`src/npt_pkg.sv`:
```
// Package for the nearest point table: field widths, request codes and
// controller state type. No dependencies.
`default_nettype none

package npt_pkg;

    localparam int MAX_POINTS_DEF = 64;

    localparam int COORD_W   = 16;   // x_pos / y_pos
    localparam int IDX_OUT_W = 6;    // entry_index field
    localparam int CNT_OUT_W = 7;    // point_count field
    localparam int DIST_W    = 17;   // distance field (root)
    localparam int SQ_W      = 32;   // one squared coordinate difference
    localparam int D2_W      = 33;   // squared distance
    localparam int IN_DATA_W  = 32;
    localparam int OUT_DATA_W = 32;

    typedef enum logic [1:0] {
        REQ_APPEND = 2'd0,
        REQ_DELETE = 2'd1,
        REQ_FIND   = 2'd2,
        REQ_CLEAR  = 2'd3
    } t_req;

    typedef enum logic [2:0] {
        ST_IDLE,
        ST_EXEC,
        ST_SCAN,
        ST_SHIFT,
        ST_SQRT,
        ST_DONE
    } t_state;

endpackage

`default_nettype wire

```
`src/npt_sqrt.sv`:
```
// Iterative floor square root, one root bit per cycle.
// Depends on npt_pkg for the radicand and root widths.
`default_nettype none

module npt_sqrt (
    input  wire logic                       i_clk,
    input  wire logic                       i_rst_n,
    input  wire logic                       i_start,
    input  wire logic [npt_pkg::D2_W-1:0]   i_radicand,
    output logic                            o_valid,
    output logic [npt_pkg::DIST_W-1:0]      o_root
);
    import npt_pkg::*;

    localparam int RAD_W  = 2 * DIST_W;
    localparam int REM_W  = DIST_W + 3;
    localparam int STEP_W = $clog2(DIST_W);

    logic              r_busy;
    logic              r_valid;
    logic [STEP_W-1:0] r_step;
    logic [RAD_W-1:0]  r_rad;
    logic [REM_W-1:0]  r_rem;
    logic [DIST_W-1:0] r_root;

    logic [REM_W-1:0]  rem_sh;
    logic [REM_W-1:0]  trial;
    logic              take;

    // bring down the next two radicand bits, try (4*root + 1)
    assign rem_sh = {r_rem[REM_W-3:0], r_rad[RAD_W-1 -: 2]};
    assign trial  = {1'b0, r_root, 2'b01};
    assign take   = (rem_sh >= trial);

    always_ff @(posedge i_clk) begin
        if (!i_rst_n) begin
            r_busy  <= 1'b0;
            r_valid <= 1'b0;
        end else begin
            r_valid <= 1'b0;
            if (i_start) begin
                r_busy <= 1'b1;
            end else if (r_busy && r_step == STEP_W'(DIST_W - 1)) begin
                r_busy  <= 1'b0;
                r_valid <= 1'b1;
            end
        end
    end

    always_ff @(posedge i_clk) begin
        if (i_start) begin
            r_step <= '0;
            r_rad  <= {{(RAD_W - D2_W){1'b0}}, i_radicand};
            r_rem  <= '0;
            r_root <= '0;
        end else if (r_busy) begin
            r_step <= r_step + 1'b1;
            r_rad  <= {r_rad[RAD_W-3:0], 2'b00};
            r_rem  <= take ? (rem_sh - trial) : rem_sh;
            r_root <= {r_root[DIST_W-2:0], take};
        end
    end

    assign o_valid = r_valid;
    assign o_root  = r_root;

endmodule

`default_nettype wire

```
`src/nearest_point_table.sv`:
```
// Nearest point table top level: point memory, request controller, scan
// datapath and output register. Depends on npt_pkg and npt_sqrt.
//
// Usage:
//   Requests enter on s_axis (tuser = request code, tdata = x, y); one result
//   per request leaves on m_axis (tuser = ok, tdata = index, distance, count).
//   The block works on one request at a time; s_axis_tready is high only
//   while the controller is idle.
//   Steps from input transfer to result valid, with n stored points:
//     append, clear, and find or delete on an empty table: no scan
//     find: one memory read per point through the scan pipeline, then the
//           bit-serial square root
//     delete: scan up to the match, then move the later points down to close
//     the gap, one read and one write per cycle; no match: scan all n points
//   The memory port does one read and one write per cycle and sets the scan
//   rate. A finished result sits in the output register; if m_axis_tready is
//   low the controller holds until that register frees, then returns to idle.
//   Reset empties the table (count only, memory is not cleared) and drops
//   any pending result.
`default_nettype none

module nearest_point_table #(
    parameter int MAX_POINTS = npt_pkg::MAX_POINTS_DEF
) (
    input  wire logic                             i_clk,
    input  wire logic                             i_rst_n,
    // s_axis_tuser: [1:0] req_type
    // s_axis_tdata: [15:0] x_pos, [31:16] y_pos
    input  wire logic                             s_axis_tvalid,
    output logic                                  s_axis_tready,
    input  wire logic [1:0]                       s_axis_tuser,
    input  wire logic [npt_pkg::IN_DATA_W-1:0]    s_axis_tdata,
    // m_axis_tuser: [0] ok
    // m_axis_tdata: [5:0] entry_index, [22:6] distance, [29:23] point_count,
    //               [31:30] zero
    output logic                                  m_axis_tvalid,
    input  wire logic                             m_axis_tready,
    output logic                                  m_axis_tuser,
    output logic [npt_pkg::OUT_DATA_W-1:0]        m_axis_tdata
);
    import npt_pkg::*;

    localparam int IDX_W = (MAX_POINTS > 1) ? $clog2(MAX_POINTS) : 1;
    localparam int CNT_W = $clog2(MAX_POINTS + 1);
    localparam int PT_W  = 2 * COORD_W;

    // point memory, {y, x} per entry
    logic [PT_W-1:0] mem [MAX_POINTS];
    logic [PT_W-1:0] r_rd_data;

    t_state r_state, n_state;

    t_req                r_req;
    logic [COORD_W-1:0]  r_qx, r_qy;
    logic [CNT_W-1:0]    r_cnt;
    logic [CNT_W-1:0]    r_ptr;

    logic                r_v1, r_v2;
    logic [IDX_W-1:0]    r_i1, r_i2;
    logic [SQ_W-1:0]     r_sqx, r_sqy;
    logic [D2_W-1:0]     r_best;

    logic                r_res_ok;
    logic [IDX_W-1:0]    r_res_idx;
    logic [DIST_W-1:0]   r_res_dist;

    logic                r_m_valid;
    logic                r_m_ok;
    logic [OUT_DATA_W-1:0] r_m_data;

    // control from the output decoder
    logic              rd_en;
    logic              wr_en;
    logic [IDX_W-1:0]  wr_addr;
    logic [PT_W-1:0]   wr_data;
    logic              sqrt_start;
    logic              out_load;

    logic              in_xfer;
    logic              out_free;
    logic              cnt_full;
    logic              del_match;
    logic              scan_end;
    logic              shift_end;
    logic [D2_W-1:0]   d2;
    logic              better;

    logic signed [COORD_W:0]     dx, dy;
    logic signed [2*COORD_W+1:0] px, py;

    logic              sq_valid;
    logic [DIST_W-1:0] sq_root;

    logic [CNT_W+CNT_OUT_W-1:0] cnt_ext;
    logic [IDX_W+IDX_OUT_W-1:0] idx_ext;

    assign in_xfer   = s_axis_tvalid && s_axis_tready;
    assign out_free  = !r_m_valid || m_axis_tready;
    assign cnt_full  = (r_cnt == CNT_W'(MAX_POINTS));
    assign del_match = (r_state == ST_SCAN) && r_v1 && (r_req == REQ_DELETE)
                       && (r_rd_data == {r_qy, r_qx});
    assign scan_end  = (r_ptr == r_cnt) && !r_v1 && !r_v2;
    assign shift_end = (r_ptr == r_cnt) && !r_v1;

    // squared distance datapath: squares registered, then sum and compare
    assign dx = $signed({r_rd_data[COORD_W-1], r_rd_data[COORD_W-1:0]})
              - $signed({r_qx[COORD_W-1], r_qx});
    assign dy = $signed({r_rd_data[PT_W-1], r_rd_data[PT_W-1:COORD_W]})
              - $signed({r_qy[COORD_W-1], r_qy});
    assign px = dx * dx;
    assign py = dy * dy;
    assign d2 = {1'b0, r_sqx} + {1'b0, r_sqy};
    // strict compare keeps the earliest entry on a tie
    assign better = !r_res_ok || (d2 < r_best);

    // next state
    always_comb begin
        n_state = r_state;
        unique case (r_state)
            ST_IDLE: begin
                if (in_xfer) n_state = ST_EXEC;
            end
            ST_EXEC: begin
                if ((r_req == REQ_FIND || r_req == REQ_DELETE) && r_cnt != '0) begin
                    n_state = ST_SCAN;
                end else begin
                    n_state = ST_DONE;
                end
            end
            ST_SCAN: begin
                if (del_match) begin
                    n_state = ST_SHIFT;
                end else if (scan_end) begin
                    n_state = (r_req == REQ_FIND) ? ST_SQRT : ST_DONE;
                end
            end
            ST_SHIFT: begin
                if (shift_end) n_state = ST_DONE;
            end
            ST_SQRT: begin
                if (sq_valid) n_state = ST_DONE;
            end
            ST_DONE: begin
                if (out_free) n_state = ST_IDLE;
            end
            default: n_state = ST_IDLE;
        endcase
    end

    // outputs of the controller
    always_comb begin
        s_axis_tready = 1'b0;
        rd_en         = 1'b0;
        wr_en         = 1'b0;
        wr_addr       = r_cnt[IDX_W-1:0];
        wr_data       = {r_qy, r_qx};
        sqrt_start    = 1'b0;
        out_load      = 1'b0;
        unique case (r_state)
            ST_IDLE: s_axis_tready = 1'b1;
            ST_EXEC: begin
                wr_en = (r_req == REQ_APPEND) && !cnt_full;
            end
            ST_SCAN: begin
                rd_en      = (r_ptr < r_cnt) && !del_match;
                sqrt_start = scan_end && !del_match && (r_req == REQ_FIND);
            end
            ST_SHIFT: begin
                rd_en   = (r_ptr < r_cnt);
                // entry k+1 read last cycle moves down to k
                wr_en   = r_v1;
                wr_addr = r_i1 - 1'b1;
                wr_data = r_rd_data;
            end
            ST_SQRT: ;
            ST_DONE: out_load = out_free;
            default: ;
        endcase
    end

    always_ff @(posedge i_clk) begin
        if (rd_en) r_rd_data <= mem[r_ptr[IDX_W-1:0]];
        if (wr_en) mem[wr_addr] <= wr_data;
    end

    always_ff @(posedge i_clk) begin
        if (!i_rst_n) begin
            r_state   <= ST_IDLE;
            r_cnt     <= '0;
            r_v1      <= 1'b0;
            r_v2      <= 1'b0;
            r_m_valid <= 1'b0;
        end else begin
            r_state <= n_state;
            r_v1    <= rd_en;
            r_v2    <= (r_state == ST_SCAN) && r_v1 && (r_req == REQ_FIND);
            if (r_state == ST_EXEC) begin
                if (r_req == REQ_APPEND && !cnt_full) r_cnt <= r_cnt + 1'b1;
                if (r_req == REQ_CLEAR) r_cnt <= '0;
            end
            if (r_state == ST_SHIFT && shift_end) r_cnt <= r_cnt - 1'b1;
            if (out_load) begin
                r_m_valid <= 1'b1;
            end else if (m_axis_tready) begin
                r_m_valid <= 1'b0;
            end
        end
    end

    always_ff @(posedge i_clk) begin
        if (in_xfer) begin
            r_req <= t_req'(s_axis_tuser);
            r_qx  <= s_axis_tdata[COORD_W-1:0];
            r_qy  <= s_axis_tdata[PT_W-1:COORD_W];
        end
        if (rd_en) begin
            r_ptr <= r_ptr + 1'b1;
            r_i1  <= r_ptr[IDX_W-1:0];
        end
        r_sqx <= px[SQ_W-1:0];
        r_sqy <= py[SQ_W-1:0];
        r_i2  <= r_i1;
        if (sq_valid) r_res_dist <= sq_root;

        unique case (r_state)
            ST_EXEC: begin
                r_ptr      <= '0;
                r_res_dist <= '0;
                if (r_req == REQ_APPEND && !cnt_full) begin
                    r_res_ok  <= 1'b1;
                    r_res_idx <= r_cnt[IDX_W-1:0];
                end else begin
                    r_res_ok  <= (r_req == REQ_CLEAR);
                    r_res_idx <= '0;
                end
            end
            ST_SCAN: begin
                if (del_match) begin
                    r_res_ok  <= 1'b1;
                    r_res_idx <= r_i1;
                    r_ptr     <= CNT_W'(r_i1) + 1'b1;
                end else if (r_v2 && better) begin
                    r_res_ok  <= 1'b1;
                    r_res_idx <= r_i2;
                    r_best    <= d2;
                end
            end
            default: ;
        endcase

        if (out_load) begin
            r_m_ok   <= r_res_ok;
            r_m_data <= {{(OUT_DATA_W - IDX_OUT_W - DIST_W - CNT_OUT_W){1'b0}},
                         cnt_ext[CNT_OUT_W-1:0], r_res_dist, idx_ext[IDX_OUT_W-1:0]};
        end
    end

    assign cnt_ext = {{CNT_OUT_W{1'b0}}, r_cnt};
    assign idx_ext = {{IDX_OUT_W{1'b0}}, r_res_idx};

    npt_sqrt u_sqrt (
        .i_clk      (i_clk),
        .i_rst_n    (i_rst_n),
        .i_start    (sqrt_start),
        .i_radicand (r_best),
        .o_valid    (sq_valid),
        .o_root     (sq_root)
    );

    assign m_axis_tvalid = r_m_valid;
    assign m_axis_tuser  = r_m_ok;
    assign m_axis_tdata  = r_m_data;

endmodule

`default_nettype wire
```
`config.mk`:
```
export PLATFORM = sky130hd
export DESIGN_NAME = nearest_point_table
export DESIGN_NICKNAME = d
export VERILOG_FILES = /design/src/npt_pkg.sv /design/src/npt_sqrt.sv /design/src/nearest_point_table.sv
export SDC_FILE = /design/constraint.sdc
export NUM_CORES = 2
export LEC_CHECK = 0
export BUFFER_PORTS_ARGS = -buffer_cell sky130_fd_sc_hd__buf_2
export CORE_ASPECT_RATIO = 1.5
export CORE_MARGIN = 5
export CORE_UTILIZATION = 45
export CTS_CLUSTER_SIZE = 16
export DETAILED_ROUTE_END_ITERATION = 8
export MAX_ROUTING_LAYER = met4
export PLACE_DENSITY = 0.7
export SYNTH_ARGS = -nofsm -noshare
export SYNTH_HDL_FRONTEND = slang
export SYNTH_SLANG_ARGS = --single-unit
```
`constraint.sdc`:
```
create_clock -name i_clk -period 7.75 [get_ports i_clk]
set_clock_uncertainty 0.1 [all_clocks]
set_input_delay 1.55 -clock i_clk [delete_from_list [all_inputs] [get_ports i_clk]]
set_output_delay 1.55 -clock i_clk [all_outputs]
set_load 0.05 [all_outputs]
```
# After elaboration in Yosys (flattened, before gate mapping)
# Memories as Yosys holds them, arrays and structs flattened. A register that Yosys moved wholly into a read port is not among the register bits.
# Cells that the tools add are included.
[classes]
add_sub_neg = 10
mul = 2
order_cmp = 3
n_eq_ne = 18
muxes = 41
n_bitwise = 2
reduce_logical = 38
[ops]
columns = ["op", "n"]
rows = [
  ["2-to-1 mux 33 bit", 2],
  ["multiplier 17 x 17 -> 32 bit", 2],
  ["2-to-1 mux 7 bit", 6],
  ["subtractor 16 x 16 -> 17 bit", 2],
  ["adder 32 x 32 -> 33 bit", 1],
  ["less-than comparator 33 bit", 1],
  ["== test 32 bit", 1],
  ["2-to-1 mux 32 bit", 1],
  ["2-to-1 mux 6 bit", 4],
  ["2-to-1 mux 3 bit", 7],
  ["greater-or-equal comparator 20 x 19 -> 1 bit", 1],
  ["2-to-1 mux 18 bit", 1],
  ["one-hot mux 3 bit (6 select lines)", 1],
  ["subtractor 18 bit", 1],
  ["logical AND 1 bit", 15],
  ["adder 7 x 1 -> 7 bit (second input constant)", 2],
  ["2-to-1 mux 1 bit", 14],
  ["one-hot mux 7 bit (2 select lines)", 1],
  ["one-hot mux 6 bit (2 select lines)", 1],
  ["nonzero test 2 bit", 5],
  ["adder 6 x 1 -> 7 bit (second input constant)", 1],
  ["== test 7 bit", 1],
  ["== test 7 bit (second input constant)", 1],
  ["less-than comparator 7 bit", 1],
  ["other kinds (25)", 41],
]
[totals]
reg_bits = 294
mem_bits_rw = 2048
inputBits = 38
out_inout_bits = 35
word_cells = 141
n_memories = 1
[mem_list]
columns = ["name", "words", "word_bits", "read_ports", "rd_clocked_by_memory_dff", "write_ports", "line", "source"]
rows = [
  ["mem", 64, 32, 1, 1, 1, "nearest_point_table.sv:48", "logic [PT_W-1:0] mem [MAX_POINTS];"],
]

# Depth between registers and ports, before layout
[depth]
ltp_word = 10
ltp_mapped = 36
depth_no_buf = 36

# By module
# Synthesis repeated with hierarchy kept, for this count alone.
[hier_totals]
hier_cells = 6486
hier_area_um2 = 112048.7
[by_module_without_submodules]
columns = ["module", "instances", "cells_per_inst", "area_per_inst_um2", "seq_area_each_um2"]
rows = [
  ["nearest_point_table", 1, 6091, 107967.3, 67895.1],
  ["npt_sqrt", 1, 395, 4081.4, 1851.8],
]

# Least setup slack after synthesis
# No wires, ideal clock.
[synth_path]
path_type = "reg2reg"
start = "register r_qy[0]"
end = "register r_sqy[30]"
setup_time_ns = 0.072
arrival_ns = 7.742
required_ns = 7.578
slack_ns = -0.164
path_stages_with_launch = 33
n_path_buf = 1
period_less_slack_ns = 7.914
cell_sequence = "edfxtp_1 -> ha_1 -> fa_1 -> nor2b_1 -> o21ai_0 -> a31oi_1 -> or2_2 -> a21oi_1 -> o21bai_1 -> xor2_1 -> inv_1 -> clkbuf_1 -> nor2_1 -> fa_1 -> fa_1 -> inv_1 -> fa_1 -> inv_1 -> fa_1 -> fa_1 -> inv_1 -> fa_1 -> inv_1 -> ha_1 -> a211oi_1 -> nand2_1 -> or4_1 -> o21ba_2 -> a21o_1 -> o31ai_2 -> nor2_1 -> o32ai_1 -> xnor2_1"
[synth_via]
elab_chain_cells = 2
[synth_lines]
columns = ["item", "line", "source"]
rows = [
  ["start: declaration", "nearest_point_table.sv:54", "logic [COORD_W-1:0] r_qx, r_qy;"],
  ["start signal: assignment", "nearest_point_table.sv:214", "r_qy <= s_axis_tdata[PT_W-1:COORD_W];"],
  ["subtractor 16 x 16 -> 17 bit", "nearest_point_table.sv:109", "- $signed({r_qy[COORD_W-1], r_qy});"],
  ["multiplier 17 x 17 -> 32 bit", "nearest_point_table.sv:111", "assign py = dy * dy;"],
  ["via py[30]", "nearest_point_table.sv:89", "logic signed [2*COORD_W+1:0] px, py;"],
  ["end signal: assignment", "nearest_point_table.sv:221", "r_sqy <= py[SQ_W-1:0];"],
  ["end: declaration", "nearest_point_table.sv:60", "logic [SQ_W-1:0] r_sqx, r_sqy;"],
]
# The timed path passes the listed nets, and every way through them passes these cells.
# A chain may end at the register's enable or synchronous reset.

# Worst setup path after layout
[layout_path]
start = "register r_rd_data[21], read port of mem"
end = "register r_sqy[30]"
[layout_via]
elab_chain_cells = 2
[layout_lines]
columns = ["item", "line", "source"]
rows = [
  ["start: declaration", "nearest_point_table.sv:49", "logic [PT_W-1:0] r_rd_data;"],
  ["subtractor 16 x 16 -> 17 bit", "nearest_point_table.sv:109", ""],
  ["multiplier 17 x 17 -> 32 bit", "nearest_point_table.sv:111", ""],
  ["via py[30]", "nearest_point_table.sv:89", ""],
]
# The timed path passes the listed nets, and every way through them passes these cells.

==> out/summary.txt <==
Outcome: complete, but fails checks
Violated checks: setup timing
Number of hold violations in the final report: 0
Slowest cell on crit path: fa_1
Register area share after synthesis: 62.38%
Iter 0 DRT Violations: 5161
Max-slew headroom: 16.66%
Die Span X: 417.0 µm
Total wire length: 268200 µm
Hold-fix buffers, CTS: 0
CP endpoint kind: register
Mapped cell area: 111800 µm²
Layout cell share with drive strength beyond 1: 26.97%
Buffers on Ports: 70
Synthesis-stage register bit count: 2372
Num CTS Buffers: 206
Post-synth top cells: 2224 x edfxtp_1, 749 x inv_1, 672 x mux4_2, 517 x fa_1, 372 x nor2_1
Clk slew on worst S/H paths: 70 ps
Pre-CTS setup slack: -722.1 ps
Row count: 224
H-tree depth: 4
Syn-to-layout area delta: 14.46%
Clk buf depth: 4
Setup violations, final: 6
Met2 Usage GRT: 38.41%
Ranking of synthesized cells by area: edfxtp_1 60%, mux4_2 14%, fa_1 9.3%
Synth top area share: 59.73%
GRT Total Usage: 21.38%
Worst endpoint required time: 8380 ps
Most frequent CP cell: fa_1
Slew @ Worst Pin: 1250 ps
Final Non-Filler Cells: 10526
Routed Antenna Nets: 0
Vias in the first global route: 63273
Syn_area_per_cell: 17.29 µm²
Dpl hpwl: 178700 µm
CP Launch Type: register
Core area: 247800 µm²
First-pass DRT Iterations: 6
First-pass GRT wire length: 402000 µm
Maximum fanout along the worst path: 3
Crit path time final: 7863 ps
Fin worst setup slack: -113.0 ps
# nets final: 7936
M1 GR Usage: 24.57%
Die Y: 620.5 µm
Initial Utilization: 45.13%
Most heavily used metal layer in global routing: met2
Clock sink total: 2372
Max Cap Viol: 0
CP arrival: 8490 ps
Gate Count Post-Synth: 6466
GPL Wtd Cong: 0.9421
DR vias: 59299
Final Cycle Share: 101.5%
Drt via density: 5.634
Ys Warns: 0
Final Max Tran Viols: 0
CTS tree: built
Post-synth top area cell: edfxtp_1
RSZ-0062 raised after global routing: true
DRC Markers: 0
Routed len/inst: 25.48 µm
Met3 Resource Use GR: 2.356%
Clk_lat worst skew: 890 ps
Hold WC Path Type: reg2reg
Ports: 73
Synth Flop Type: edfxtp_1
Die ar.: 258700 µm²
CTS root buffer: clkbuf_16
Initial antenna violation count: 12
Synth unique cells: 86
EDFF count, synth: 2224
Largest net degree at the start of global routing: 163
Setup CP Type: reg2reg
Async set-reset flop share out of synthesis: 0%
Max Clk Rate: 127.2 MHz
Cell Count Post-Placement: 10117
GRT overflow: 0
Top-count cell post-synth: edfxtp_1
CP max stage delay: 540 ps
==> timing repair <==
action / in CTS / in global routing
buffers inserted: 22 / 21
endpoints found under the setup margin: 25 / 24
gates resized for setup: 127 / 133
pin swaps: 97 / 89
endpoints found under the hold margin: 0 / 0
==> cells in the final DEF (no fill, tap or decap), types with 18 or more instances in the layout <==
| cell | instances |
|---|---|
| buf_4 | 554 |
| clkbuf_1 | 32 |
| xor2_1 | 48 |
| nand4_1 | 24 |
| nand2b_1 | 24 |
| fa_1 | 494 |
| mux2i_1 | 56 |
| edfxtp_1 | 2224 |
| nand2_2 | 20 |
| buf_2 | 70 |
| nor2_1 | 284 |
| clkbuf_16 | 209 |
| ha_1 | 265 |
| dfxtp_1 | 141 |
| inv_2 | 41 |
| and3_1 | 21 |
| inv_1 | 712 |
| o21a_1 | 35 |
| a21oi_1 | 96 |
| ha_4 | 21 |
| nor2b_1 | 18 |
| o21ai_0 | 101 |
| mux4_2 | 672 |
| buf_6 | 19 |
| o21ai_4 | 33 |
| a21o_1 | 64 |
| nand2_1 | 272 |
| xnor2_1 | 105 |
| nand3_1 | 24 |
| nor2_4 | 68 |
| clkinv_2 | 28 |
| clkinv_1 | 58 |
| nor3_1 | 36 |
| nor2_2 | 22 |
| fa_2 | 23 |
==> worst paths after layout <==
path	from	end	slack, ps	depth (start not counted)
min	r_res_dist[12]$_SDFFE_PP0P_	m_axis_tdata[18]$_DFFE_PP_	330	0
min reg2reg	r_res_dist[12]$_SDFFE_PP0P_	m_axis_tdata[18]$_DFFE_PP_	330	0
max reg2reg	r_rd_data[21]$_DFFE_PP_	r_sqy[30]$_DFF_P_	-110	31
max	r_rd_data[21]$_DFFE_PP_	r_sqy[30]$_DFF_P_	-110	31
==> flip-flops by register name (all words and copies together) (netlist names), 16 cells and up <==
name and cells:
r_sqx 31, m_axis_tdata 30, u_sqrt.r_rad 34, r_sqy 31
r_rd_data 32, u_sqrt.o_root 17, u_sqrt.r_rem 18, r_qx 16
r_qy 16, r_best 33, r_res_dist 17, mem 2048
==> metrics by stage <==
stage	utilization [%]	cell area, µm²	setup TNS (ps)	hold slack [ps]
finish	51.65	128000	-351.1	328.4
global route	51.65	128000	-3622	339.2
CTS	51.36	127300	-721.7	329.4
detailed placement	48.59	120400	-9929	314.0
global placement	48.59	120400	-8251	317.5
floorplan	-	111900	-75.21	246.2
==> worst max-delay path, delay by kind of cell, from the launching register on <==
family	cells	cell delay [ps]
compound gates	9	1760
fa+ha+maj	8	3570
buf+inv	7	640
xor+xnor	2	350
flops	1	400
simple gates	5	950
==> metal layers <==
metal,wire [µm],share of wire [%]
met3,14010,5.2
met2,145900,54
met4,12330,4.6
met1,95970,36
met5,0,0
==> kinds of logic after synthesis <==
logic type	count (synthesis)	synth area share (%)
simple gates	887	3.445
compound gates	502	2.846
xor+xnor	164	1.322
fa+ha+maj	806	12.49
other cells	1	0.003354
mux	729	14.05
flops	2372	62.38
buf+inv	1005	3.461
==> layout make-up <==
cell class	instances	area, µm²
fillers	19633	119800
flip-flops and latches	2372	69770
multi-input cells	3090	39970
clock buffers	242	5364
repair buffers	658	5019
well taps	3277	4100
inverters	764	2888
clock inverters	115	849.6
diodes	8	20.02
Power is left out: the tool's default activity adds up to more than one toggle a clock period on the data nets, which glitch-free logic cannot reach.
